[config.mk]
export PLATFORM = sky130hd
export DESIGN_NAME = sg_grad_fifo_flat
export DESIGN_NICKNAME = d
export VERILOG_FILES = /design/src/design/sg_pkg.sv /design/src/design/sg_if.sv /design/src/design/sg_grad_fifo.sv /design/src/flat_wrapper.sv
export VERILOG_INCLUDE_DIRS = /design/src /design/src/design
export SDC_FILE = /design/constraint.sdc
export NUM_CORES = 1
export LEC_CHECK = 0
export ABC_CLOCK_PERIOD_IN_PS = 6400
export BUFFER_PORTS_ARGS = -buffer_cell sky130_fd_sc_hd__buf_2
export CAP_MARGIN = 20
export CELL_PAD_IN_SITES_DETAIL_PLACEMENT = 1
export CELL_PAD_IN_SITES_GLOBAL_PLACEMENT = 1
export CORE_UTILIZATION = 30
export DETAILED_ROUTE_END_ITERATION = 6
export GPL_ROUTABILITY_DRIVEN = 0
export PLACE_DENSITY_LB_ADDON = 0.1
export RECOVER_POWER = 100
export SYNTH_ARGS = -nofsm -noshare
export SYNTH_HDL_FRONTEND = slang
export SYNTH_SLANG_ARGS = --single-unit
[constraint.sdc]
create_clock -name clk -period 6.4 [get_ports clk]
set_clock_uncertainty 0.15 [all_clocks]
set_input_delay 1.28 -clock clk [delete_from_list [all_inputs] [get_ports clk]]
set_output_delay 1.28 -clock clk [all_outputs]
set_load 0.01 [all_outputs]
[src/design/sobel_gradient_3x3_macros.svh]
// assertion macros shared by the sobel gradient modules
`ifndef SOBEL_GRADIENT_3X3_MACROS_SVH
`define SOBEL_GRADIENT_3X3_MACROS_SVH
`ifndef NO_ASSERTIONS
// same-cycle implication
`define SG_ASSERT_IMPL(lbl, ante, cons) \
	lbl: assert property (@(posedge clk) disable iff (!arst_n) (ante) |-> (cons)) \
		else $error("sobel_gradient_3x3 check failed");
// next-cycle implication
`define SG_ASSERT_NEXT(lbl, ante, cons) \
	lbl: assert property (@(posedge clk) disable iff (!arst_n) (ante) |=> (cons)) \
		else $error("sobel_gradient_3x3 check failed");
`else
`define SG_ASSERT_IMPL(lbl, ante, cons)
`define SG_ASSERT_NEXT(lbl, ante, cons)
`endif
`endif

[src/design/sg_pkg.sv]
// shared types, constants and gradient helpers for the sobel gradient block
`timescale 1ns / 1ps
package sg_pkg;

	localparam int unsigned SG_SAMPLE_W = 16;
	localparam int unsigned SG_GRAD_W = 19;
	localparam int unsigned SG_CFG_W = 11;
	localparam int unsigned SG_IDX_W = 1;
	localparam int unsigned SG_FIFO_DEPTH = 8;
	localparam int unsigned SG_FIFO_AW = 3;
	localparam int unsigned SG_LVL_W = 5;
	localparam logic [SG_CFG_W-1:0] SG_WIDTH_RESET = 11'd1024;
	localparam logic [SG_CFG_W-1:0] SG_HEIGHT_RESET = 11'd1024;

	typedef enum logic {
		SG_CMD_PIXEL,
		SG_CMD_FLUSH
	} sg_cmd_t;

	typedef enum logic [SG_IDX_W-1:0] {
		SG_REG_WIDTH,
		SG_REG_HEIGHT
	} sg_reg_t;

	// one window column, top row first
	typedef struct packed {
		logic signed [SG_SAMPLE_W-1:0] top;
		logic signed [SG_SAMPLE_W-1:0] ctr;
		logic signed [SG_SAMPLE_W-1:0] bot;
	} sg_col_t;

	// per-request decisions taken at accept time
	typedef struct packed {
		logic is_flush;
		logic col_first;
		logic row_ge1;
		logic row_ge2;
		logic end_row;
		logic emit_a;
		logic emit_b;
		logic fl_first;
		logic fl_lz;
		logic fl_mz;
		logic fl_rz;
		logic fl_last;
	} sg_ctl_t;

	// assembled window; result b uses m, r and a zero column
	typedef struct packed {
		logic a_vld;
		logic b_vld;
		logic a_eor;
		logic a_eoi;
		sg_col_t l;
		sg_col_t m;
		sg_col_t r;
	} sg_win_t;

	typedef struct packed {
		logic signed [SG_GRAD_W-1:0] gx;
		logic signed [SG_GRAD_W-1:0] gy;
		logic eor;
		logic eoi;
	} sg_res_t;

	function automatic logic signed [SG_GRAD_W-1:0] sg_wsum(
		input logic signed [SG_SAMPLE_W-1:0] a,
		input logic signed [SG_SAMPLE_W-1:0] b,
		input logic signed [SG_SAMPLE_W-1:0] c
	);
		logic signed [SG_GRAD_W-1:0] ea;
		logic signed [SG_GRAD_W-1:0] eb;
		logic signed [SG_GRAD_W-1:0] ec;
		ea = SG_GRAD_W'(a);
		eb = SG_GRAD_W'(b);
		ec = SG_GRAD_W'(c);
		return ea + (eb <<< 1) + ec;
	endfunction

	function automatic sg_res_t sg_grad(
		input sg_col_t l,
		input sg_col_t m,
		input sg_col_t r,
		input logic eor,
		input logic eoi
	);
		sg_res_t res;
		res.gx = sg_wsum(l.top, l.ctr, l.bot) - sg_wsum(r.top, r.ctr, r.bot);
		res.gy = sg_wsum(l.top, m.top, r.top) - sg_wsum(l.bot, m.bot, r.bot);
		res.eor = eor;
		res.eoi = eoi;
		return res;
	endfunction

	// bottom-row flush column: two stored rows, zero below
	function automatic sg_col_t sg_fmask(
		input sg_col_t raw,
		input logic zero,
		input logic ge2
	);
		sg_col_t col;
		col = '0;
		if (!zero) begin
			col.top = ge2 ? raw.top : '0;
			col.ctr = raw.ctr;
		end
		return col;
	endfunction

endpackage

[src/design/sg_if.sv]


interface sg_res_if;
	import sg_pkg::*;
	logic valid;
	logic ready;
	logic signed [SG_GRAD_W-1:0] grad_x;
	logic signed [SG_GRAD_W-1:0] grad_y;
	logic end_of_run;
	logic end_of_image;
	modport source(output valid, grad_x, grad_y, end_of_run, end_of_image, input ready);
	modport sink(input valid, grad_x, grad_y, end_of_run, end_of_image, output ready);
endinterface


[src/design/sg_grad_fifo.sv]
// gradient stage and result queue
`timescale 1ns / 1ps
`include "sobel_gradient_3x3_macros.svh"
module sg_grad_fifo (
	input  logic                         clk,
	input  logic                         arst_n,
	input  logic                         win_vld,
	input  sg_pkg::sg_win_t              win,
	sg_res_if.source                     res,
	output logic [sg_pkg::SG_LVL_W-1:0]  level
);
	import sg_pkg::*;

	logic                  v_s2;
	sg_win_t               win_s2;
	sg_res_t               res_a;
	sg_res_t               res_b;
	sg_res_t               first;
	logic [1:0]            push_n;
	logic                  pop;
	sg_res_t               fifo_q [SG_FIFO_DEPTH];
	logic [SG_FIFO_AW-1:0] wp_q;
	logic [SG_FIFO_AW-1:0] rp_q;
	logic [SG_LVL_W-1:0]   cnt_q;

	always_ff @(posedge clk or negedge arst_n) begin
		if (!arst_n) begin
			v_s2 <= 1'b0;
		end else begin
			v_s2 <= win_vld;
		end
	end

	always_ff @(posedge clk) begin
		if (win_vld) begin
			win_s2 <= win;
		end
	end

	always_comb begin
		res_a  = sg_grad(win_s2.l, win_s2.m, win_s2.r, win_s2.a_eor, win_s2.a_eoi);
		res_b  = sg_grad(win_s2.m, win_s2.r, '0, 1'b1, 1'b0);
		first  = win_s2.a_vld ? res_a : res_b;
		push_n = v_s2 ? (2'(win_s2.a_vld) + 2'(win_s2.b_vld)) : 2'd0;
		pop    = res.valid && res.ready;
	end

	always_ff @(posedge clk) begin
		if (push_n != 2'd0) begin
			fifo_q[wp_q] <= first;
		end
		if (push_n == 2'd2) begin
			fifo_q[wp_q + SG_FIFO_AW'(1)] <= res_b;
		end
	end

	always_ff @(posedge clk or negedge arst_n) begin
		if (!arst_n) begin
			wp_q  <= '0;
			rp_q  <= '0;
			cnt_q <= '0;
		end else begin
			wp_q  <= wp_q + SG_FIFO_AW'(push_n);
			rp_q  <= rp_q + SG_FIFO_AW'(pop);
			cnt_q <= cnt_q + SG_LVL_W'(push_n) - SG_LVL_W'(pop);
		end
	end

	assign res.valid        = (cnt_q != '0);
	assign res.grad_x       = fifo_q[rp_q].gx;
	assign res.grad_y       = fifo_q[rp_q].gy;
	assign res.end_of_run   = fifo_q[rp_q].eor;
	assign res.end_of_image = fifo_q[rp_q].eoi;

	// queued results plus room for two while a window is in the gradient stage
	assign level = cnt_q + (v_s2 ? SG_LVL_W'(2) : SG_LVL_W'(0));

	`SG_ASSERT_IMPL(a_no_overflow, v_s2, (cnt_q + SG_LVL_W'(push_n)) <= (SG_LVL_W'(SG_FIFO_DEPTH) + SG_LVL_W'(pop)))
	`SG_ASSERT_IMPL(a_level_bound, 1'b1, level <= SG_LVL_W'(SG_FIFO_DEPTH))

endmodule

[src/flat_wrapper.sv]
// flat-port wrapper written by rule: the top's interface ports become plain ports
module sg_grad_fifo_flat import sg_pkg::*;
  (clk, arst_n, win_vld, win, level, res_valid, res_grad_x, res_grad_y, res_end_of_run, res_end_of_image, res_ready);
  sg_res_if res_i ();
  input  logic clk;
  input  logic arst_n;
  input  logic win_vld;
  input  sg_pkg::sg_win_t win;
  output logic [sg_pkg::SG_LVL_W-1:0] level;
  output wire logic [$bits(res_i.valid)-1:0] res_valid;
  output wire logic [$bits(res_i.grad_x)-1:0] res_grad_x;
  output wire logic [$bits(res_i.grad_y)-1:0] res_grad_y;
  output wire logic [$bits(res_i.end_of_run)-1:0] res_end_of_run;
  output wire logic [$bits(res_i.end_of_image)-1:0] res_end_of_image;
  input wire logic [$bits(res_i.ready)-1:0] res_ready;
  assign res_valid = res_i.valid;
  assign res_grad_x = res_i.grad_x;
  assign res_grad_y = res_i.grad_y;
  assign res_end_of_run = res_i.end_of_run;
  assign res_end_of_image = res_i.end_of_image;
  assign res_i.ready = res_ready;
  sg_grad_fifo u_core (.clk(clk), .arst_n(arst_n), .win_vld(win_vld), .win(win), .res(res_i), .level(level));
endmodule
* After elaboration in Yosys (flattened, before gate mapping) *
Memories as Yosys holds them, arrays and structs flattened.
Cells that the tools add are included.

storage, ports and cells
  output and inout port bits = 46
  bits of input ports = 152
  memories kept = 1
  bits in writable memories = 320
  bits in registers = 160

operators by class
  muxes and demuxes = 7
  add/subtract/negate cells = 22
  reduce and logical (&&, ||, !) cells = 3
  equality and inequality tests = 1

memory list
  memory         depth  bits a word  read ports  clocked after memory_dff  write ports  line                text
  u_core.fifo_q  8      40           1           0                         2            sg_grad_fifo.sv:21  sg_res_t fifo_q [SG_FIFO_DEPTH];

operator list
  kind                                                            count
  16-bit by 17-bit adder with 18-bit output                       7
  18-bit by 16-bit adder with 19-bit output                       5
  19-bit subtractor                                               3
  40-bit two-way mux                                              1
  5-bit by 2-bit adder with 5-bit output                          2
  5-bit nonzero test                                              1
  5-bit by 1-bit subtractor with 5-bit output                     1
  1-bit two-way mux                                               4
  2-bit two-way mux                                               2
  3-bit by 1-bit adder with 3-bit output                          1
  3-bit by 1-bit adder with 3-bit output (second input constant)  1
  3-bit by 2-bit adder with 3-bit output                          1
  1-bit by 1-bit adder with 2-bit output                          1
  2-bit equality test (second input constant)                     1
  2-bit nonzero test                                              1
  1-bit logical AND                                               1

* Longest topological paths before layout *
  depth in word-level cells = 5
  gate-level depth with buffers = 20
  mapped depth without buffers = 20

* Worst setup path before layout *
Ideal clock, no wire load.

  kind = register -> register
  from = register u_core.win_s2[33] (netlist name)
  to = memory u_core.fifo_q[0][19] (netlist name) (data pin)
  cell stages (with the launch flop) = 16
  data arrival time = 4.158 ns
  buffers on the path = 0
  path slack = 1.807 ns
  data required time = 5.966 ns
  library setup time = 0.284 ns
  cells stage by stage = edfxtp_1 > inv_1 > fa_1 > ha_1 > fa_1 > inv_1 > ha_1 > fa_1 > a211o_1 > a21oi_1 > o31ai_1 > a31oi_1 > o21ai_0 > a21oi_1 > xor2_1 > o221ai_1

RTL lines
  item                    line                text
  from (decl)             sg_grad_fifo.sv:15  sg_win_t win_s2;
  from (signal assigned)  sg_grad_fifo.sv:36  win_s2 <= win;
  to (decl)               sg_grad_fifo.sv:21

==> impl_metrics.json <==
{
  "run_status": "finished, violations left",
  "violations": "max-capacitance violations, max-slew violations",
  "grt_pass1_wl_um": 147000,
  "core-area_sq_mm": 0.09389,
  "critPathSlowestCell": "a2111oi_0",
  "critPathArrivalTime_ps": 6060,
  "die_h_um": 310.6,
  "drv_slew": 583,
  "critical-path-top-delay-family": "compound AO/OA/AOI/OAI gates",
  "crit_type": "flip-flop to flip-flop",
  "worst_ep_required_time_ps": 6580,
  "grt_max_degree": 150,
  "port_buffers": 197,
  "post_cts_buffers": 0,
  "fillers": 10120,
  "grt_pass1_vias": 21850,
  "grt_usage": 0.2062,
  "vias": 19680,
  "yosysUniqueCellTypes": 74,
  "cts_hold_buf": 0,
  "die_x_um": 310.6,
  "final_area_sq_mm": 0.03288,
  "netlist.top_cell.by_area": "edfxtp_1",
  "wl_um": 99940,
  "synth-simple-area-share": 0.05022,
  "fmax_ghz": 0.1702,
  "cp_common_cell": "nor2_1",
  "yosysMostFrequentCell": "edfxtp_1",
  "firstDrtPassIters": 5,
  "final_nets": 2891,
  "antenna_found_initial": 0,
  "routedWlPerCell_um": 26.59,
  "synth_compound_area_frac": 0.1313,
  "rr_worst_depth": 20,
  "grt_setup_unrepaired": "false",
  "powerDensity_mw_per_mm2": 537.7,
  "r2r-start": "u_core.win_s2[81]$_DFFE_PP_",
  "comb_power_share": 0.565,
  "crit_chain": "ha_1, inv_1, fa_1, nor2b_1, o21ai_0, a21boi_0, o2111ai_1, a21boi_0, o21a_1, nor2_1, xnor2_1, ha_1, nand2_1, nor2_1, nand3_1, a2111oi_0, nor2_1, xor2_1, or3_1, o221ai_1",
  "critPathMaxFanout": 9,
  "via_per_inst": 5.236,
  "synthTopCellsByCount": "452 x edfxtp_1, 274 x o22ai_1, 270 x inv_1, 156 x fa_1, 124 x ha_1",
  "clock_latency_ps": 690,
  "crit_path_start": "u_core.win_s2[81]$_DFFE_PP_",
  "cts_resized": 0,
  "finalSetupViolations": 0,
  "clockBufferDepth": 3,
  "critPathCapture": "u_core.fifo_q[0][18]$_DFFE_PP_",
  "netlist_top_cells_area": "edfxtp_1 47%, fa_1 11%, mux4_2 6.3%",
  "cts-root-buf": "clkbuf_16",
  "insertedDiodeCount": 0,
  "place_hpwl_um": 70760,
  "path_buf_inv": 1,
  "startpoint_type": "flip-flop",
  "ant_nets": 0,
  "rrSetupSlack_ps": 520,
  "synth_top_area_share": 0.4750,
  "synth_xor_area_frac": 0.02868,
  "synth_top_family_by_area": "adder cells",
  "p_sw_frac": 0.4748,
  "area_growth_pct": 15.06,
  "drive_gt1_frac": 0.1569,
  "p_total_mw": 17.68,
  "synthAdderAreaFrac": 0.1636,
  "power_frac_seq": 0.248,
  "placed_cells": 3649,
  "period_share": 0.9183,
  "ctsHtreeMaxLevel": 2,
  "worstMarginPinSlew_ps": 3842,
  "synthCells": 2244,
  "max_slew_margin": -1.561,
  "synth_edf_count": 452,
  "ir_worst_vdd_mv": 0.3083,
  "clkPwrFrac": 0.187,
  "final_hold_viol_count": 0,
  "seq_area_frac_synth": 0.4967,
  "cp-end-kind": "flip-flop",
  "postSynthNetCount": 2676,
  "ys_ff_latch": 480,
  "synth_async_sr_flop_share": 0.02500,
  "start_util": 0.3044,
  "tritoncts": "built",
  "die-area_sq_mm": 0.09650,
  "cts-buffers-inserted": 58,
  "p_int_mw": 9.285,
  "clock_sinks": 480,
  "setup-tns-final_ps": 0,
  "leakagePower_nw": 12.41,
  "place_area_sq_mm": 0.03130,
  "synth_top_flop_cell": "edfxtp_1",
  "multi_input_area_sq_mm": 0.01299,
  "clkTransAtPathRegs_ps": 60,
  "grt_remaining_overflow": 0,
  "synth_warnings": 0,
  "power_switching_mw": 8.393,
  "row_count": 112,
  "critPathMaxStageDelay_ps": 750,
  "r2r_end": "u_core.fifo_q[0][18]$_DFFE_PP_",
  "post-route-min-period_ps": 5877,
  "netlist_area_sq_mm": 0.02858,
  "drtIter0Drc": 1445,
  "maxCapViolCount": 21,
  "drc_errors": 0,
  "postSynthAreaPerCell_sq_um": 12.74,
  "cp_num_cells": 20,
  "synthMuxAreaShare": 0.08100,
  "pin_count": 198,
  "area.sequential_sq_mm": 0.01420,
  "finalNonFillerCells": 3759,
  "hold_class": "flip-flop to flip-flop"
}
## power by group through the flow
| stage | clock [mW] | combinational, mW | sequential [mW] |
|---|---|---|---|
| floorplan | 0 | 6.43 | 4.17 |
| global placement | 0 | 10.0 | 4.44 |
| detailed placement | 0 | 10.2 | 4.46 |
| CTS | 3.39 | 10.3 | 4.40 |
| global route | 3.51 | 10.8 | 4.46 |
| finish | 3.30 | 9.99 | 4.39 |
## state kept, by name (all words and copies together) (netlist names)
register / count
u_core.v_s2: 1
u_core.wp_q: 3
u_core.rp_q: 3
u_core.win_s2: 146
u_core.cnt_q: 5
u_core.res_a: 2
u_core.fifo_q: 320
## worst min path at each step
stage,cells after the start,endpoint,startpoint,slack [ps]
after floorplan,2,u_core.fifo_q[2][0]$_SDFFE_PP0P_,u_core.fifo_q[2][0]$_SDFFE_PP0P_,290
after global placement,2,u_core.fifo_q[2][0]$_SDFFE_PP0P_,u_core.fifo_q[2][0]$_SDFFE_PP0P_,300
after detailed placement,2,u_core.fifo_q[5][0]$_SDFFE_PP0P_,u_core.fifo_q[5][0]$_SDFFE_PP0P_,310
after CTS,1,u_core.rp_q[0]$_DFF_PN0_,arst_n,310
after global routing,2,u_core.fifo_q[4][0]$_SDFFE_PP0P_,u_core.fifo_q[4][0]$_SDFFE_PP0P_,360
final,2,u_core.fifo_q[1][0]$_SDFFE_PP0P_,u_core.fifo_q[1][0]$_SDFFE_PP0P_,330
## metal layers
| metal | GRT usage | wire, um | up-vias |
|---|---|---|---|
| met5 | 0 | 0 | - |
| met4 | 0.05614 | 2383 | 0 |
| met3 | 0.03139 | 5310 | 145 |
| met2 | 0.3471 | 48270 | 553 |
| met1 | 0.2753 | 43970 | 10150 |
| li1 | - | - | 8832 |
## area by class of cell
| type | instances | area share |
|---|---|---|
| sequential | 480 | 0.4318 |
| multi-input combinational | 1395 | 0.3950 |
| clock buffer | 84 | 0.04806 |
| tap | 1254 | 0.04772 |
| timing repair buffer | 253 | 0.03805 |
| inverter | 271 | 0.03094 |
| clock inverter | 22 | 0.008448 |
## cell usage in the layout (no fill, tap or decap), drive strengths merged, types with 86 or more instances in the layout
cell type | netlist | routed
buf | 18 | 179
clkbuf | 80 | 157
edfxtp | 452 | 452
fa | 156 | 156
ha | 124 | 124
inv | 271 | 274
nand2 | 86 | 86
nor2 | 107 | 107
o21ai | 87 | 87
o22ai | 274 | 274
## worst min-delay path, delay by kind of cell, from the launching register on
kind             cells  cell delay [ps]
flip-flops           1              330
AND/OR/NAND/NOR      1               60
AO/OA/AOI/OAI        1               60
## kinds of logic after synthesis
family,count (synthesis)
mux,126
flops,480
simple gates,315
buf+inv,369
compound gates,583
fa+ha+maj,280
xor+xnor,91
## through the flow
step	hold slack [ps]	utilization	setup WS (ps)
2_1_floorplan	288.3	-	1807
3_3_place_gp	299.6	0.3331	808.8
3_5_place_dp	313.3	0.3333	641.5
4_1_cts	310.1	0.3531	568.2
5_1_grt	355.3	0.3502	129.0
6_report	327.8	0.3502	523.0
Power figures use the tool's default switching activity.
