==> src/design/sobel_gradient_3x3_macros.svh <==
// assertion macros shared by the sobel gradient modules
`ifndef SOBEL_GRADIENT_3X3_MACROS_SVH
`define SOBEL_GRADIENT_3X3_MACROS_SVH
`ifndef NO_ASSERTIONS
// same-cycle implication
`define SG_ASSERT_IMPL(lbl, ante, cons) \
	lbl: assert property (@(posedge clk) disable iff (!arst_n) (ante) |-> (cons)) \
		else $error("sobel_gradient_3x3 check failed");
// next-cycle implication
`define SG_ASSERT_NEXT(lbl, ante, cons) \
	lbl: assert property (@(posedge clk) disable iff (!arst_n) (ante) |=> (cons)) \
		else $error("sobel_gradient_3x3 check failed");
`else
`define SG_ASSERT_IMPL(lbl, ante, cons)
`define SG_ASSERT_NEXT(lbl, ante, cons)
`endif
`endif

==> src/design/sg_pkg.sv <==
// shared types, constants and gradient helpers for the sobel gradient block
`timescale 1ns / 1ps
package sg_pkg;

	localparam int unsigned SG_SAMPLE_W = 16;
	localparam int unsigned SG_GRAD_W = 19;
	localparam int unsigned SG_CFG_W = 11;
	localparam int unsigned SG_IDX_W = 1;
	localparam int unsigned SG_FIFO_DEPTH = 8;
	localparam int unsigned SG_FIFO_AW = 3;
	localparam int unsigned SG_LVL_W = 5;
	localparam logic [SG_CFG_W-1:0] SG_WIDTH_RESET = 11'd1024;
	localparam logic [SG_CFG_W-1:0] SG_HEIGHT_RESET = 11'd1024;

	typedef enum logic {
		SG_CMD_PIXEL,
		SG_CMD_FLUSH
	} sg_cmd_t;

	typedef enum logic [SG_IDX_W-1:0] {
		SG_REG_WIDTH,
		SG_REG_HEIGHT
	} sg_reg_t;

	// one window column, top row first
	typedef struct packed {
		logic signed [SG_SAMPLE_W-1:0] top;
		logic signed [SG_SAMPLE_W-1:0] ctr;
		logic signed [SG_SAMPLE_W-1:0] bot;
	} sg_col_t;

	// per-request decisions taken at accept time
	typedef struct packed {
		logic is_flush;
		logic col_first;
		logic row_ge1;
		logic row_ge2;
		logic end_row;
		logic emit_a;
		logic emit_b;
		logic fl_first;
		logic fl_lz;
		logic fl_mz;
		logic fl_rz;
		logic fl_last;
	} sg_ctl_t;

	// assembled window; result b uses m, r and a zero column
	typedef struct packed {
		logic a_vld;
		logic b_vld;
		logic a_eor;
		logic a_eoi;
		sg_col_t l;
		sg_col_t m;
		sg_col_t r;
	} sg_win_t;

	typedef struct packed {
		logic signed [SG_GRAD_W-1:0] gx;
		logic signed [SG_GRAD_W-1:0] gy;
		logic eor;
		logic eoi;
	} sg_res_t;

	function automatic logic signed [SG_GRAD_W-1:0] sg_wsum(
		input logic signed [SG_SAMPLE_W-1:0] a,
		input logic signed [SG_SAMPLE_W-1:0] b,
		input logic signed [SG_SAMPLE_W-1:0] c
	);
		logic signed [SG_GRAD_W-1:0] ea;
		logic signed [SG_GRAD_W-1:0] eb;
		logic signed [SG_GRAD_W-1:0] ec;
		ea = SG_GRAD_W'(a);
		eb = SG_GRAD_W'(b);
		ec = SG_GRAD_W'(c);
		return ea + (eb <<< 1) + ec;
	endfunction

	function automatic sg_res_t sg_grad(
		input sg_col_t l,
		input sg_col_t m,
		input sg_col_t r,
		input logic eor,
		input logic eoi
	);
		sg_res_t res;
		res.gx = sg_wsum(l.top, l.ctr, l.bot) - sg_wsum(r.top, r.ctr, r.bot);
		res.gy = sg_wsum(l.top, m.top, r.top) - sg_wsum(l.bot, m.bot, r.bot);
		res.eor = eor;
		res.eoi = eoi;
		return res;
	endfunction

	// bottom-row flush column: two stored rows, zero below
	function automatic sg_col_t sg_fmask(
		input sg_col_t raw,
		input logic zero,
		input logic ge2
	);
		sg_col_t col;
		col = '0;
		if (!zero) begin
			col.top = ge2 ? raw.top : '0;
			col.ctr = raw.ctr;
		end
		return col;
	endfunction

endpackage

==> src/design/sg_if.sv <==


interface sg_cfg_if;
	import sg_pkg::*;
	logic valid;
	logic ready;
	logic [SG_IDX_W-1:0] index;
	logic [SG_CFG_W-1:0] data;
	modport source(output valid, index, data, input ready);
	modport sink(input valid, index, data, output ready);
endinterface

==> src/design/sg_seq.sv <==
// request sequencer: configuration registers, frame counters, accept decisions
`timescale 1ns / 1ps
`include "sobel_gradient_3x3_macros.svh"
module sg_seq #(
	parameter int unsigned MAX_WIDTH = 1024,
	parameter int unsigned MAX_HEIGHT = 1024,
	localparam int unsigned CW = (MAX_WIDTH > 1) ? $clog2(MAX_WIDTH) : 1
) (
	input  logic            clk,
	input  logic            arst_n,
	sg_cfg_if.sink          cfg,
	input  logic            pix_valid,
	input  logic            pix_ready,
	input  sg_pkg::sg_cmd_t pix_cmd,
	output logic            go,
	output logic [CW-1:0]   addr,
	output sg_pkg::sg_ctl_t ctl
);
	import sg_pkg::*;

	localparam int unsigned RW = $clog2(MAX_HEIGHT + 1);
	localparam int unsigned KA = (CW + 1 > RW) ? CW + 1 : RW;
	localparam int unsigned KW = (KA > SG_CFG_W) ? KA + 1 : SG_CFG_W + 1;
	localparam int unsigned WCAP = (MAX_WIDTH < 2047) ? MAX_WIDTH : 2047;
	localparam int unsigned HCAP = (MAX_HEIGHT < 2047) ? MAX_HEIGHT : 2047;

	logic [SG_CFG_W-1:0] width_q;
	logic [SG_CFG_W-1:0] height_q;
	logic [CW-1:0]       col_q;
	logic [RW-1:0]       row_q;
	logic [CW-1:0]       flush_q;

	logic [SG_CFG_W-1:0] eff_w;
	logic [SG_CFG_W-1:0] eff_h;
	logic [KW-1:0]       w_k;
	logic [KW-1:0]       c_k;
	logic [KW-1:0]       r_k;
	logic [KW-1:0]       f_k;
	logic                pixel_phase;
	logic                accept;

	assign cfg.ready = 1'b1;

	always_ff @(posedge clk or negedge arst_n) begin
		if (!arst_n) begin
			width_q  <= SG_WIDTH_RESET;
			height_q <= SG_HEIGHT_RESET;
		end else if (cfg.valid) begin
			case (sg_reg_t'(cfg.index))
				SG_REG_WIDTH:  width_q <= cfg.data;
				SG_REG_HEIGHT: height_q <= cfg.data;
				default: ;
			endcase
		end
	end

	always_comb begin
		eff_w = (width_q == '0) ? SG_CFG_W'(1) :
			((width_q > SG_CFG_W'(WCAP)) ? SG_CFG_W'(WCAP) : width_q);
		eff_h = (height_q == '0) ? SG_CFG_W'(1) :
			((height_q > SG_CFG_W'(HCAP)) ? SG_CFG_W'(HCAP) : height_q);
		w_k = KW'(eff_w);
		c_k = KW'(col_q);
		r_k = KW'(row_q);
		f_k = KW'(flush_q);
		pixel_phase = r_k < KW'(eff_h);
		accept = pix_valid && pix_ready;

		ctl.is_flush  = (pix_cmd == SG_CMD_FLUSH);
		ctl.col_first = (col_q == '0);
		ctl.row_ge1   = (row_q != '0);
		ctl.row_ge2   = (r_k >= KW'(2));
		ctl.end_row   = (c_k + KW'(1)) >= w_k;
		ctl.emit_a    = ctl.row_ge1 && !ctl.col_first;
		ctl.emit_b    = ctl.row_ge1 && ctl.end_row;
		ctl.fl_first  = (flush_q == '0);
		ctl.fl_lz     = ctl.fl_first || ((f_k - KW'(1)) >= w_k);
		ctl.fl_mz     = f_k >= w_k;
		ctl.fl_last   = (f_k + KW'(1)) >= w_k;
		ctl.fl_rz     = ctl.fl_last;

		go   = accept && (ctl.is_flush ? !pixel_phase : pixel_phase);
		addr = ctl.is_flush ? (flush_q + CW'(1)) : col_q;
	end

	always_ff @(posedge clk or negedge arst_n) begin
		if (!arst_n) begin
			col_q   <= '0;
			row_q   <= '0;
			flush_q <= '0;
		end else if (go) begin
			if (ctl.is_flush) begin
				if (ctl.fl_last) begin
					col_q   <= '0;
					row_q   <= '0;
					flush_q <= '0;
				end else begin
					flush_q <= flush_q + CW'(1);
				end
			end else if (ctl.end_row) begin
				col_q <= '0;
				row_q <= row_q + RW'(1);
			end else begin
				col_q <= col_q + CW'(1);
			end
		end
	end

	`SG_ASSERT_NEXT(a_frame_restart, go && ctl.is_flush && ctl.fl_last, row_q == '0 && col_q == '0 && flush_q == '0)
	`SG_ASSERT_NEXT(a_row_wrap, go && !ctl.is_flush && ctl.end_row, col_q == '0)

endmodule

==> src/flat_wrapper.sv <==
// flat-port wrapper written by rule: the top's interface ports become plain ports
module sg_seq_flat import sg_pkg::*;
#(
	parameter int unsigned MAX_WIDTH = 1024,
	parameter int unsigned MAX_HEIGHT = 1024,
	localparam int unsigned CW = (MAX_WIDTH > 1) ? $clog2(MAX_WIDTH) : 1
)
  (clk, arst_n, pix_valid, pix_ready, pix_cmd, go, addr, ctl, cfg_valid, cfg_index, cfg_data, cfg_ready);
  sg_cfg_if cfg_i ();
  input  logic clk;
  input  logic arst_n;
  input  logic pix_valid;
  input  logic pix_ready;
  input  sg_pkg::sg_cmd_t pix_cmd;
  output logic go;
  output logic [CW-1:0] addr;
  output sg_pkg::sg_ctl_t ctl;
  input wire logic [$bits(cfg_i.valid)-1:0] cfg_valid;
  input wire logic [$bits(cfg_i.index)-1:0] cfg_index;
  input wire logic [$bits(cfg_i.data)-1:0] cfg_data;
  output wire logic [$bits(cfg_i.ready)-1:0] cfg_ready;
  assign cfg_i.valid = cfg_valid;
  assign cfg_i.index = cfg_index;
  assign cfg_i.data = cfg_data;
  assign cfg_ready = cfg_i.ready;
  sg_seq #(.MAX_WIDTH(MAX_WIDTH), .MAX_HEIGHT(MAX_HEIGHT)) u_core (.clk(clk), .arst_n(arst_n), .cfg(cfg_i), .pix_valid(pix_valid), .pix_ready(pix_ready), .pix_cmd(pix_cmd), .go(go), .addr(addr), .ctl(ctl));
endmodule
==> config.mk <==
export PLATFORM = sky130hd
export DESIGN_NAME = sg_seq_flat
export DESIGN_NICKNAME = d
export VERILOG_FILES = /design/src/design/sg_pkg.sv /design/src/design/sg_if.sv /design/src/design/sg_seq.sv /design/src/flat_wrapper.sv
export VERILOG_INCLUDE_DIRS = /design/src /design/src/design
export SDC_FILE = /design/constraint.sdc
export NUM_CORES = 1
export LEC_CHECK = 0
export BUFFER_PORTS_ARGS = -buffer_cell sky130_fd_sc_hd__buf_2
export CAP_MARGIN = 25
export CORE_UTILIZATION = 40
export DETAILED_ROUTE_END_ITERATION = 12
export SLEW_MARGIN = 20
export SYNTH_ARGS = -nofsm -noshare
export SYNTH_HDL_FRONTEND = slang
export SYNTH_SLANG_ARGS = --single-unit
==> constraint.sdc <==
create_clock -name clk -period 3.88 [get_ports clk]
set_input_delay 1.164 -clock clk [delete_from_list [all_inputs] [get_ports clk]]
set_output_delay 1.164 -clock clk [all_outputs]
set_load 0.05 [all_outputs]
**Word level (Yosys, flattened, before mapping)**

Cells that the tools add are included.

- $lt $le $gt $ge: 8
- $add $sub $neg: 6
- Muxes and demuxes: 13
- Bitwise gates (word level): 1
- Eq/ne operators: 1
- Reduce and logical (&&, ||, !) cells: 18

Operators by type and width:

| kind | number |
|---|---|
| $mux W11 | 7 |
| $mux W10 | 5 |
| $ge A12 B11 Y1 | 3 |
| $add A10 B1 Y11 const B | 2 |
| $gt A11 B11 Y1 const B | 2 |
| $logic_not A11 Y1 | 2 |
| $add A10 B1 Y10 const B | 2 |
| $logic_not A10 Y1 | 2 |
| $add A11 B1 Y11 const B | 1 |
| $ge A10 B11 Y1 | 1 |
| $ge A11 B2 Y1 const B | 1 |
| $lt A11 B11 Y1 | 1 |
| $reduce_bool A11 Y1 | 1 |
| $sub A10 B1 Y11 const B | 1 |
| $reduce_and A2 Y1 | 4 |
| $logic_and A1 B1 Y1 | 4 |
| $reduce_and A3 Y1 | 1 |
| $logic_not A1 Y1 | 2 |
| $ne A2 B1 Y1 const B | 1 |
| $reduce_bool A2 Y1 | 1 |
| $logic_or A1 B1 Y1 | 1 |
| $mux W1 | 1 |
| $not A1 Y1 | 1 |

- Logic and storage cells: 52
- Register bits after elaboration: 53
- Output and inout bits: 24
- Bits of input ports: 18

**Depth between registers and ports, before layout**

- Depth after elaboration: 8
- Gate-level depth with buffers: 16

**Worst setup path after synthesis**

OpenSTA, ideal clock, no wires.

- Kind: register -> output
- Start point: reg u_core.flush_q[0]
- End point: out ctl[1] (netlist bit)
- Arrival time: 2994 ps
- Cell stages (with the launch flop): 15
- Slack: -278 ps
- Path buffers: 2
- Cells stage by stage: dfrtp_1 -> ha_1 -> nand3_2 -> nor2_4 -> nand3_1 -> xor2_1 -> inv_1 -> ha_1 -> a21o_1 -> a21o_1 -> a21oi_1 -> o21ai_0 -> or2_2 -> buf_2 -> buf_4

RTL lines:

| item | RTL line | RTL |
|---|---|---|
| start, declared | sg_seq.sv:31 | `logic [CW-1:0] flush_q;` |
| start signal, assigned | sg_seq.sv:98 | `flush_q <= flush_q + CW'(1);` |
| end, declared | flat_wrapper.sv:17 | `output sg_pkg::sg_ctl_t ctl;` |

==> impl_metrics.json <==
{
  "synth_ff_type": "dfrtp_1",
  "cp_data_arrival_time_ns": 2.89,
  "drive_above_1_share_pct": 36.6,
  "critPathLaunchType": "register",
  "cts_sinks": 53,
  "synthMuxAreaShare_pct": 6.03,
  "ys_seq_area_share_pct": 31.1,
  "p_seq_share_pct": 29.9,
  "synth-seq-cells": 53,
  "synth_top_family_by_area": "simple AND/OR/NAND/NOR gates",
  "clk_pin_slew_worst_paths_ns": 0.11,
  "worst_slew_pin_slew_ns": 0.963,
  "synth_compound_area_share_pct": 14.4,
  "min_from": "u_core.height_q[9]",
  "synthCells": 473,
  "hp-class": "reg -> reg",
  "rows": 37,
  "ios": 42,
  "final_core_util_pct": 53.6,
  "critPathMaxFanout": 3,
  "wl_mm": 11.9,
  "core_area_sq_um": 10300,
  "criticalPathCategory": "reg -> out",
  "min_period_ns": 4.05,
  "vias": 3926,
  "grt_pass1_vias": 3895,
  "track_usage_pct": 21.5,
  "synthesis.nets": 546,
  "insertion_delay_ns": 0.32,
  "synthXorXnorAreaFrac_pct": 4.10,
  "die_y_um": 105,
  "ys_types": 56,
  "cts_buffers": 5,
  "final_area_sq_um": 5530,
  "dieArea_sq_um": 11100,
  "die_width_um": 105,
  "cp-end-kind": "output pin",
  "cp_data_required_time_ns": 2.72,
  "power.leakage_nw": 2.59,
  "reg2reg_slack_ns": 0.13,
  "net-switching-power_mw": 1.01,
  "cp-startpoint": "u_core.width_q[7]",
  "dpl_worst_slack_ns": -0.0950,
  "globalplace.congestion": 0.849,
  "antenna_cells": 0,
  "sw_frac_of_total_pct": 43.7,
  "r2r-end": "u_core.row_q[3]",
  "setup_viol_count_final": 6,
  "ant_nets": 0,
  "dp_cells": 675,
  "cts_max_level": 2,
  "grt_max_degree": 35,
  "yosys.area_share.simple_pct": 23.5,
  "synth_area_sq_um": 4270,
  "stdcell_count": 709,
  "final_nets": 645,
  "combPwrFrac_pct": 54.6,
  "power_mw": 2.31,
  "wl_per_cell_um": 16.8,
  "route.detailed.drc": 0,
  "cts_buffer_depth": 2,
  "async_reset_ff_share_pct": 100,
  "violations": "setup timing",
  "area_growth_pct": 29.4,
  "finClkSkew_ns": 0.00752,
  "drv_cap": 0,
  "fmax_mhz": 247,
  "synth_adder_area_share_pct": 16.4,
  "avgSynthCellArea_sq_um": 9.04,
  "vdd_drop_max_uv": 349,
  "slew_headroom_pct": 35.7,
  "antenna_found_initial": 0,
  "firstDrtPassIters": 4,
  "placed_cell_area_sq_um": 4900,
  "drt_iter0_drc": 176,
  "slew_viol_final": 0,
  "hold_depth": 1,
  "hold_viol": 0,
  "floorplan.initialDensity_pct": 41.4,
  "p_per_area_nw_per_um2": 417,
  "cts_root_buf": "clkbuf_8",
  "tritoncts": "built",
  "portBuffers": 40,
  "intPower_mw": 1.30,
  "setup_slack_ns": -0.172,
  "clockPowerShare_pct": 15.5,
  "hpwl_mm": 8.72,
  "post_drt_via_cell_ratio": 5.54,
  "synth_edf_count": 0,
  "status": "finished, violations left",
  "grt.overflow.total": 0,
  "synth-warning-count": 0,
  "rsz0062_at_grt": "yes",
  "rr_worst_depth": 21,
  "hold_path_end": "u_core.height_q[9]",
  "grt_pass1_wl_mm": 19.1,
  "fin_crit_sh_pct": 104,
  "timing.rr.start": "u_core.flush_q[0]"
}
-- layout by cell type (no fill, tap or decap), drive strengths merged, types with 10 or more instances in the layout --
cell type  netlist  routed
a21o            10      10
a21oi           16      16
buf             11     113
dfrtp           51      51
ha              55      55
inv             19      21
mux2            22      22
nand2           51      51
nand3           23      23
nor2            35      35
nor2b           16      16
nor3            10      10
nor4            19      19
o21ai           23      23
xor2            13      13
-- worst max path at each step --
stage	end	slack, ns	depth (start not counted)
detailed placement	ctl[0]	-0.09	10
floorplan	ctl[1]	-0.13	14
finish	ctl[3]	-0.17	13
global route	ctl[3]	-0.33	10
CTS	ctl[3]	-0.21	13
global placement	ctl[1]	-0.01	10
-- cell type report --
class	instances	area (sq um)
fillers	885	4790
flip-flops and latches	53	1330
repair buffers	113	810
clock inverters	3	28.8
clock buffers	5	68.8
multi-input cells	379	3050
well taps	136	170
inverters	20	75.1
-- cell families (layout without fill, tap and decap cells) --
group / Yosys count / in the layout
buffers and inverters: 41 / 141
muxes: 23 / 23
other: 1 / 1
xor gates and xnor gates: 20 / 20
and+or+nand+nor: 191 / 191
AOI/OAI and AO/OA: 88 / 88
adders and majority gates: 56 / 56
DFF: 53 / 53
-- state kept, by name, indices dropped and copies added, names as in the netlist --
name             cells
u_core.height_q     11
u_core.width_q      11
u_core.col_q        10
u_core.row_q        11
u_core.flush_q      10
-- stage by stage --
| step | setup TNS, ns | hold WS [ns] |
|---|---|---|
| 6_report | -0.751 | 0.553 |
| 5_1_grt | -1.54 | 0.590 |
| 4_1_cts | -0.710 | 0.556 |
| 3_5_place_dp | -0.296 | 0.530 |
| 3_3_place_gp | -0.0191 | 0.519 |
| 2_1_floorplan | -0.135 | 0.496 |
-- power groups by stage --
stage / clock (mW) / sequential, mW / combinational, mW
2_1_floorplan: 0 / 0.690 / 0.726
3_3_place_gp: 0 / 0.687 / 1.02
3_5_place_dp: 0 / 0.691 / 1.05
4_1_cts: 0.365 / 0.683 / 1.17
5_1_grt: 0.383 / 0.698 / 1.38
6_report: 0.357 / 0.689 / 1.26
-- cells in the mapped netlist, types with 2 or more instances --
master / instances / share of area (%)
a211o_1: 2 / 0.41
a211oi_1: 4 / 0.70
a21o_1: 10 / 1.8
a21oi_1: 16 / 1.9
a221o_1: 8 / 1.9
a22o_1: 7 / 1.4
and2_1: 3 / 0.44
and3_1: 8 / 1.2
buf_2: 6 / 0.70
buf_4: 3 / 0.53
buf_6: 2 / 0.53
clkbuf_1: 10 / 0.88
dfrtp_1: 51 / 30
dfstp_2: 2 / 1.2
ha_1: 55 / 16
inv_1: 19 / 1.7
mux2_2: 22 / 5.8
nand2_1: 51 / 4.5
nand2b_1: 3 / 0.44
nand3_1: 21 / 2.5
nand4_1: 9 / 1.3
nor2_1: 34 / 3.0
nor2b_1: 15 / 2.2
nor3_1: 10 / 1.2
nor4_1: 16 / 2.3
nor4_2: 3 / 0.88
o21ai_0: 22 / 2.6
o22ai_1: 2 / 0.29
o31ai_1: 7 / 1.2
o41ai_1: 2 / 0.41
or2_2: 6 / 0.88
or3_1: 2 / 0.29
xnor2_1: 7 / 1.4
xor2_1: 13 / 2.7
-- critical path, cell delays in order (launching register included) --
cell and delay (ns):
dfrtp_1 0.40, nor4_2 0.30, a31oi_1 0.15, nor2_2 0.20, ha_2 0.21, a21boi_1 0.06, o21ai_1 0.13, nand2b_1 0.07
a21o_1 0.16, a21o_1 0.16, a221oi_2 0.24, o21bai_1 0.11, a41o_1 0.23, buf_6 0.15
-- layer usage --
layer	GRT usage [%]	routed length, um	vias to the layer above
li1	-	-	1919
met2	36.2	5630	74
met4	6.54	220	0
met1	28.8	5670	1918
met5	0	0	-
met3	2.60	423	15
-- what timing repair did --
action	CTS	global route
hold buffers	0	0
cloned	0	2
setup buffers	20	8
pin swaps	33	22
endpoints found under the hold margin	0	0
setup endpoints to repair	7	28
gates resized for setup	47	28
No activity file was read; power rests on OpenSTA's default activity.
